--- config.mk ---
export PLATFORM = sky130hd
export DESIGN_NAME = tpot_front
export DESIGN_NICKNAME = d
export VERILOG_FILES = /design/src/sv/tpot_pkg.sv /design/src/sv/tpot_front.sv
export SDC_FILE = /design/constraint.sdc
export NUM_CORES = 1
export LEC_CHECK = 0
export BUFFER_PORTS_ARGS = -buffer_cell sky130_fd_sc_hd__buf_2
export CORE_MARGIN = 2
export CORE_UTILIZATION = 40
export DETAILED_ROUTE_END_ITERATION = 12
export GPL_TIMING_DRIVEN = 0
export PLACE_DENSITY_LB_ADDON = 0.05
export SYNTH_ARGS = -nofsm -noshare
export SYNTH_HDL_FRONTEND = slang
export SYNTH_SLANG_ARGS = --single-unit
--- constraint.sdc ---
create_clock -name clk_i -period 16.15 [get_ports clk_i]
set_input_delay 4.0375 -clock clk_i [delete_from_list [all_inputs] [get_ports clk_i]]
set_output_delay 4.0375 -clock clk_i [all_outputs]
set_load 0.05 [all_outputs]
--- src/sv/tpot_pkg.sv ---
// ----------------------------------------------------------------------------
// tpot_pkg
// shared widths and types for the triangle pair overlap test
// ----------------------------------------------------------------------------
package tpot_pkg;

  localparam int unsigned CoordWidth = 16;
  localparam int unsigned WordWidth  = 48;
  localparam int unsigned DiffWidth  = CoordWidth + 1;
  localparam int unsigned NormWidth  = 2 * DiffWidth + 2;
  localparam int unsigned DotWidth   = 2 * DiffWidth + 1;
  localparam int unsigned FaceWidth  = DiffWidth + NormWidth + 3;
  localparam int unsigned EdgeWidth  = 2 * DotWidth + 2;
  localparam int unsigned QueueDepth = 2;

  typedef logic signed [CoordWidth-1:0] coord_t;
  typedef coord_t [2:0] vec_t;
  typedef vec_t [2:0] tri_t;

  typedef struct packed {
    tri_t tri_a;
    tri_t tri_b;
  } pair_t;

  function automatic vec_t unpack_vertex(input logic [WordWidth-1:0] w);
    logic [3*CoordWidth-1:0] ext;
    vec_t v;
    ext = '0;
    for (int k = 0; k < 3; k++) begin
      if (k * CoordWidth < WordWidth) begin
        for (int b = 0; b < CoordWidth; b++) begin
          if (k * CoordWidth + b < WordWidth) begin
            ext[k*CoordWidth+b] = w[k*CoordWidth+b];
          end
        end
      end
    end
    for (int k = 0; k < 3; k++) begin
      v[k] = ext[k*CoordWidth +: CoordWidth];
    end
    return v;
  endfunction

endpackage

--- src/sv/tpot_front.sv ---
// ----------------------------------------------------------------------------
// tpot_front
// input side: unpacks vertex words and pushes triangle pairs into a queue
// ----------------------------------------------------------------------------
module tpot_front (
  input  logic                             clk_i,
  input  logic                             rst_ni,
  input  logic                             push_i,
  output logic                             full_o,
  input  logic [tpot_pkg::WordWidth-1:0]   tri_a_vertex0_i,
  input  logic [tpot_pkg::WordWidth-1:0]   tri_a_vertex1_i,
  input  logic [tpot_pkg::WordWidth-1:0]   tri_a_vertex2_i,
  input  logic [tpot_pkg::WordWidth-1:0]   tri_b_vertex0_i,
  input  logic [tpot_pkg::WordWidth-1:0]   tri_b_vertex1_i,
  input  logic [tpot_pkg::WordWidth-1:0]   tri_b_vertex2_i,
  output logic                             valid_o,
  input  logic                             ready_i,
  output tpot_pkg::pair_t                  pair_o
);
  import tpot_pkg::*;

  pair_t              mem_q [QueueDepth];
  logic               wptr_q, rptr_q;
  logic [1:0]         cnt_q, cnt_d;
  pair_t              in_pair;
  logic               do_push, do_pop;

  always_comb begin
    in_pair.tri_a[0] = unpack_vertex(tri_a_vertex0_i);
    in_pair.tri_a[1] = unpack_vertex(tri_a_vertex1_i);
    in_pair.tri_a[2] = unpack_vertex(tri_a_vertex2_i);
    in_pair.tri_b[0] = unpack_vertex(tri_b_vertex0_i);
    in_pair.tri_b[1] = unpack_vertex(tri_b_vertex1_i);
    in_pair.tri_b[2] = unpack_vertex(tri_b_vertex2_i);
  end

  assign full_o  = (cnt_q == 2'd2);
  assign valid_o = (cnt_q != 2'd0);
  assign pair_o  = mem_q[rptr_q];
  assign do_push = push_i && !full_o;
  assign do_pop  = valid_o && ready_i;

  always_comb begin
    cnt_d = cnt_q;
    if (do_push && !do_pop) cnt_d = cnt_q + 2'd1;
    if (!do_push && do_pop) cnt_d = cnt_q - 2'd1;
  end

  always_ff @(posedge clk_i) begin
    if (do_push) mem_q[wptr_q] <= in_pair;
  end

  always_ff @(posedge clk_i or negedge rst_ni) begin
    if (!rst_ni) begin
      wptr_q <= 1'b0;
      rptr_q <= 1'b0;
      cnt_q  <= 2'd0;
    end else begin
      if (do_push) wptr_q <= ~wptr_q;
      if (do_pop)  rptr_q <= ~rptr_q;
      cnt_q <= cnt_d;
    end
  end

endmodule

# Word-level counts from Yosys, hierarchy flattened
# Memories as Yosys holds them, arrays and structs flattened.
# Cells that the tools add are included.
dict set report classes {
  muxes 4
  n_bitwise 2
  n_eq_ne 1
  reduce_logical 9
  addsub 2
}
# cell count
set ops {}
lappend ops {{1-bit logical AND} 4}
lappend ops {{2-bit 2-to-1 mux} 2}
lappend ops {{2-bit nonzero test} 2}
lappend ops {{1-bit logical NOT} 3}
lappend ops {{2-bit by 1-bit adder with 2-bit output, second input constant} 1}
lappend ops {{2-bit equality test, second input constant} 1}
lappend ops {{1-bit 2-to-1 mux} 2}
lappend ops {{1-bit inverter} 2}
lappend ops {{2-bit by 1-bit subtractor with 2-bit output, second input constant} 1}
dict set report word_totals {
  word_cells 22
  in_bits 292
  out_inout_bits 290
  regBits 4
  ram_bits 576
  memories 1
}
# name depth word_bits read_ports rd_clocked_by_memory_dff wr line
set mem_list {}
lappend mem_list {mem_q 2 288 1 0 1 tpot_front.sv:22} ;# pair_t mem_q [QueueDepth];

# Depth between registers and ports, before layout
# Gate-level depths: netlist (run 1).
dict set report depth {
  ltp_word 6
  mapped_depth 6
  ltp_nobuf 6
}

# Worst setup path after synthesis (run 1)
# No wires, ideal clock.
dict set report synth_timing {
  path_type {in2reg}
  start {in push_i}
  end {mem mem_q[0][0] (netlist name) (enable)}
  required_time_ns 15.208
  arrival_time_ns 16.056
  cell_stages 2
  n_path_buf 0
  path_slack_ns -0.849
  setup_ns 0.942
  path_cell_list {nand2_1 nor2_1}
}
dict set report synth_via {
  elab_chain_cells 3
}
# item line
set synth_lines {}
lappend synth_lines {{from (decl)} tpot_front.sv:8} ;# input logic push_i,
lappend synth_lines {{1-bit logical AND} tpot_front.sv:40} ;# assign do_push = push_i && !full_o;
lappend synth_lines {{1-bit 2-to-1 mux} tpot_front.sv:50} ;# if (do_push) mem_q[wptr_q] <= in_pair;
lappend synth_lines {{1-bit 2-to-1 mux (not written as such)} tpot_front.sv:50}
lappend synth_lines {{to (decl)} tpot_front.sv:22}
# Every way passes these cells.

==> flow_metrics.py, run 1 <==
metrics = {
    "sta": {
        "rsz0062_at_grt": "no",
        "finalSetupViolCount": 0,
        "worst_pin_slew_ns": 0.655,
        "relSlewSlack": 0.562,
        "slew_violations": 0,
        "max_freq_mhz": 162,
        "fin_ws_ns": 9.96,
        "setup_tns_ns": 0,
        "fin_crit_sh": 0.383,
        "layout_min_cycle_time_ns": 6.19,
        "hold_viol_final": 0,
        "finClkSkew_ns": 0.0272,
    },
    "route": {
        "vias": 10991,
        "drt_iter0_markers": 510,
        "final_antenna_net_count": 0,
        "routed_wl_um": 52600,
        "routed_via_density": 4.71,
        "post-route-drc-count": 0,
        "wl_per_cell_um": 22.5,
        "drt-pass1-iter-count": 4,
    },
    "setup_path": {
        "crit_path_start_kind": "flop",
        "arrival_ns": 2.15,
        "worstSetupPathType": "flop to output pin",
        "cp_max_fo": 10,
        "cp_slowest_cell": "dfrtp_1",
        "cp_cell_sequence": "buf_6 > buf_6 > buf_6 > mux2_4 > buf_2",
        "end_kind": "output pin",
        "worst_path_dominant_cell_family": "buffers and inverters",
        "cpMostUsedCell": "buf_6",
        "crit_path_max_incr_delay_ns": 0.34,
        "r2r_setup_slack_ns": 13.38,
        "path_buf_inv": 4,
        "worst_ep_required_time_ns": 12.11,
    },
    "synthesis": {
        "synth_area_per_cell_um2": 23.9,
        "synth.distinct_cells": 16,
        "ys_ff_latch": 580,
        "syn_area_um2": 21800,
        "yosys_warnings": 0,
        "syn_inst": 914,
        "yosysSeqAreaShare": 0.798,
        "synth_nets": 1207,
    },
    "die": {
        "core_area_um2": 53800,
        "dieWidth_um": 237,
        "die_area_um2": 56400,
        "start_util": 0.405,
        "rows": 85,
        "ios": 582,
        "die_y_um": 237,
    },
    "worst_hold_path": {
        "holdCritPathClass": "flop to flop",
    },
    "placed_design": {
        "numPortBuffers": 581,
        "placed_cell_area_um2": 26000,
        "pre_cts_slack_ns": 9.77,
        "place.gp.congestion": 0.765,
        "dp_hpwl_um": 38000,
    },
    "clock_tree": {
        "cts.sinks": 580,
        "clkTransAtPathRegs_ns": 0.06,
        "cts_resized": 0,
        "cts-root-buf": "clkbuf_16",
        "cts_setup_buffers": 0,
        "insertion_delay_ns": 0.62,
        "htreeDepth": 2,
        "cts.path.max_buffers": 3,
        "cts_buffers": 61,
        "tritoncts": "yes",
        "hold_buffers": 0,
    },
    "layout": {
        "design_area_um2": 27900,
        "fill_cells": 4516,
        "nets": 1868,
        "drive_above_1_share": 0.616,
        "layout_common_cells": "buf_2 (588), edfxtp_1 (576), mux2_4 (200), mux2_2 (88), clkbuf_16 (63)",
        "syn2layout_area_growth_pct": 27.8,
        "final_common_cell": "buf_2",
    },
    "run_status": {
        "run_status": "completed",
    },
    "pwr": {
        "cellPowerDensity_nw_per_um2": 222,
        "p_leak_nw": 11.0,
        "vdd_drop_max_mv": 0.121,
    },
    "global_route": {
        "grt_overflow": 0,
        "grt_first_pass_wirelength_um": 73800,
        "grt_pass1_vias": 11247,
        "grt_max_degree": 58,
        "antenna_found_initial": 25,
        "grt_usage": 0.181,
    },
    "job": {
        "drv_cap": 0,
    },
}
==> report_power, final <==
group	total [mW]	switching, mW	internal [mW]
combinational	2.77	1.91	0.852
clock	1.29	0.556	0.735
sequential	2.12	0.0689	2.05
total	6.18	2.54	3.64
==> kinds of logic after synthesis <==
| logic type | synth area share |
|---|---|
| flops | 0.798 |
| xor+xnor | 0.00201 |
| simple gates | 0.00166 |
| mux | 0.183 |
| buf+inv | 0.0147 |
| fa+ha+maj | 0.000574 |
==> routing by layer <==
layer	GRT usage	up-vias	part of all wire
met3	0.0802	96	0.096
met2	0.309	372	0.51
li1	-	5020	-
met5	0	-	0.0031
met4	0.0585	26	0.024
met1	0.203	5477	0.37
==> area by class of cell <==
cell class                      count  area (um^2)  share of cell area
Tap cell                          696          871              0.0313
Sequential cell                   580        17400               0.624
Inverter                            1         3.75            0.000135
Clock buffer                       72         1610              0.0578
Antenna cell                       14         35.0             0.00126
Buffer                             32          317              0.0114
Timing Repair Buffer              598         3300               0.118
Clock inverter                     40          225             0.00808
Multi-Input combinational cell    301         4100               0.147
==> state kept, by name (all words and copies together), names as in the netlist <==
name    cells
cnt_q       2
mem_q     576
rptr_q      1
wptr_q      1
==> final timing paths <==
check / to / start / cells after the start
min reg2reg: cnt_q[1]$_DFFE_PN0P_ / cnt_q[1]$_DFFE_PN0P_ / 1
max in group asynchronous: wptr_q$_DFFE_PN0N_ / rst_ni / 1
min in group asynchronous: cnt_q[0]$_DFFE_PN0P_ / rst_ni / 1
max: pair_o[182] / rptr_q$_DFFE_PN0P_ / 5
max reg2reg: mem_q[0][58]$_DFFE_PP_ / cnt_q[0]$_DFFE_PN0P_ / 8
min: cnt_q[1]$_DFFE_PN0P_ / cnt_q[1]$_DFFE_PN0P_ / 1
==> per-stage QoR <==
step | total power, mW | std cells | hold WS (ns) | util
finish | 6.18 | 2334 | 0.498 | 0.518
global route | 6.42 | 2327 | 0.511 | 0.517
CTS | 6.27 | 2320 | 0.498 | 0.517
detailed placement | 4.96 | 2208 | 0.482 | 0.483
global placement | 5.08 | 2191 | 0.482 | 0.475
floorplan | 4.37 | 914 | 0.456 | -
==> cell usage after synthesis <==
| cell type | instances | share of area |
|---|---|---|
| nand2_1 | 1 | 0.00017 |
| inv_1 | 1 | 0.00017 |
| and2_1 | 1 | 0.00029 |
| nand2b_1 | 1 | 0.00029 |
| xnor2_1 | 3 | 0.0012 |
| dfrtp_1 | 4 | 0.0046 |
| buf_6 | 25 | 0.013 |
| buf_2 | 7 | 0.0016 |
| mux2_2 | 88 | 0.045 |
| ha_1 | 1 | 0.00057 |
| and3_1 | 1 | 0.00029 |
| mux2_4 | 200 | 0.14 |
| edfxtp_1 | 576 | 0.79 |
| nor2_1 | 2 | 0.00034 |
| xor2_1 | 2 | 0.00080 |
| or2_2 | 1 | 0.00029 |
Note: power is estimated with default switching activity, not from simulation.
==> run 2, diff against run 1 <==
==> constraint.sdc (replaced) <==
create_clock -name clk_i -period 5.4 [get_ports clk_i]
set_input_delay 1.35 -clock clk_i [delete_from_list [all_inputs] [get_ports clk_i]]
set_output_delay 1.35 -clock clk_i [all_outputs]
set_load 0.05 [all_outputs]
==> flow_metrics.py, run 2 (synthesis gave the netlist of run 1 again) <==
metrics = {
    "run_status": {
        "run_status": "completed",
    },
    "global_route": {
        "grt_overflow": 0,
        "grt_max_degree": 60,
        "grt_usage": 0.179,
        "grt_use_met2": 0.314,
        "grt_busiest_layer": "met2",
        "gr-usage-met3": 0.0829,
        "grt_pass1_vias": 11460,
        "antenna_found_initial": 24,
        "grt_use_met1": 0.191,
        "grt_first_pass_wirelength_um": 73100,
    },
    "die": {
        "die_area_um2": 56400,
        "core_area_um2": 53800,
        "start_util": 0.405,
        "dieWidth_um": 237,
        "rows": 85,
        "die_y_um": 237,
        "ios": 582,
    },
    "setup_path": {
        "r2r-end": "mem_q[0][253]$_DFFE_PP_",
        "end_kind": "output pin",
        "path_buf_inv": 4,
        "cp_cell_sequence": "buf_6 > buf_6 > buf_6 > mux2_4 > buf_2",
        "timing.rr.start": "cnt_q[0]$_DFFE_PN0P_",
        "crit_path_start_kind": "flop",
        "r2r_cells": 7,
        "r2r_setup_slack_ns": 2.64,
        "worstSetupPathType": "flop to output pin",
        "cp_max_fo": 10,
        "cpMostUsedCell": "buf_6",
        "cp_slowest_cell": "dfrtp_1",
        "arrival_ns": 2.13,
        "worst_ep_required_time_ns": 4.05,
        "worst_path_dominant_cell_family": "buffers and inverters",
        "crit_path_max_incr_delay_ns": 0.34,
    },
    "worst_hold_path": {
        "holdCritStartpoint": "cnt_q[1]$_DFFE_PN0P_",
        "holdPathStages": 1,
        "holdCritPathClass": "flop to flop",
        "holdPathEnd": "cnt_q[1]$_DFFE_PN0P_",
    },
    "clock_tree": {
        "clkTransAtPathRegs_ns": 0.06,
        "cts.path.max_buffers": 3,
        "cts-root-buf": "clkbuf_16",
        "insertion_delay_ns": 0.61,
        "htreeDepth": 2,
        "cts_buffers": 60,
        "cts_setup_buffers": 0,
        "cts_resized": 0,
        "tritoncts": "yes",
        "cts.sinks": 580,
        "hold_buffers": 0,
    },
    "layout": {
        "fill_cells": 4501,
        "largest_reg_flops": 576,
        "layoutNonFillerInstCount": 2326,
        "ff_latch_area_um2": 17400,
        "largestRegisters": "mem_q (576), cnt_q (2)",
        "syn2layout_area_growth_pct": 27.8,
        "nets": 1866,
        "final_common_cell": "buf_2",
        "layout_common_cells": "buf_2 (588), edfxtp_1 (576), mux2_4 (200), mux2_2 (88), clkbuf_16 (61)",
        "largest_register": "mem_q",
        "drive_above_1_share": 0.617,
        "multiInputGateArea_um2": 4120,
    },
    "placed_design": {
        "dp_hpwl_um": 37600,
        "numPortBuffers": 581,
        "dp_cells": 2207,
        "place.gp.congestion": 0.770,
    },
    "sta": {
        "fin_crit_sh": 0.645,
        "max_freq_mhz": 287,
        "finClkSkew_ns": 0.0166,
        "slew_violations": 0,
        "layout_min_cycle_time_ns": 3.48,
        "relSlewSlack": 0.436,
        "worst_pin_slew_ns": 0.845,
        "finalSetupViolCount": 0,
        "hold_viol_final": 0,
        "rsz0062_at_grt": "no",
    },
    "route": {
        "drt-pass1-iter-count": 4,
        "routed_via_density": 4.71,
        "drt_iter0_markers": 419,
        "final_antenna_net_count": 0,
        "routed_wl_um": 51900,
        "vias": 10967,
        "post-route-drc-count": 0,
        "wl_per_cell_um": 22.3,
    },
    "job": {
        "drv_cap": 0,
    },
    "pwr": {
        "p_leak_nw": 11.0,
        "finalPower_mw": 18.5,
        "cellPowerDensity_nw_per_um2": 665,
        "vdd_drop_max_mv": 0.373,
    },
}
-- run 2: worst register-to-register path: cells and delay by family (launching register included) --
family,cells,cell delay (ns)
and+or+nand+nor,3,1.06
DFF,1,0.40
buffers and inverters,4,0.99
-- run 2: worst max-delay path by stage --
stage,from,end,slack (ns),cells after the start
after floorplan,push_i,mem_q[0][0]$_DFFE_PP_,-0.67,2
after detailed placement,push_i,mem_q[0][213]$_DFFE_PP_,1.78,7
after global placement,push_i,mem_q[0][228]$_DFFE_PP_,-3.74,3
after CTS,rptr_q$_DFFE_PN0P_,pair_o[184],1.82,5
after global routing,rptr_q$_DFFE_PN0P_,pair_o[181],1.80,5
final,rptr_q$_DFFE_PN0P_,pair_o[184],1.92,5
-- run 2: stage by stage --
stage	hold WS (ns)	util	worst slack (ns)	cell area [um^2]	TNS, ns
floorplan	0.456	-	-0.671	21800	-193.38
global route	0.511	0.517	1.80	27800	0
CTS	0.494	0.517	1.82	27800	0
finish	0.500	0.518	1.92	27900	0
detailed placement	0.479	0.483	1.78	26000	0
global placement	0.478	0.476	-3.74	25600	-1760.32
-- run 2: power by group --
part / internal, mW / switching [mW] / total [mW]
combinational: 2.54 / 5.73 / 8.26
clock: 2.30 / 1.63 / 3.93
sequential: 6.14 / 0.205 / 6.34
-- run 2: routing by layer --
layer	vias up	share of wire
li1	5003	-
met1	5447	0.36
met2	376	0.51
met3	113	0.099
met4	28	0.027
met5	-	0.0033
-- run 2: cell type report --
class,instances,area share
diodes,10,0.000898
clock buffers,80,0.0573
flip-flops and latches,580,0.624
plain buffers,32,0.0114
well taps,696,0.0313
multi-input cells,301,0.148
repair buffers,597,0.117
inverters,1,0.000135
clock inverters,29,0.00943
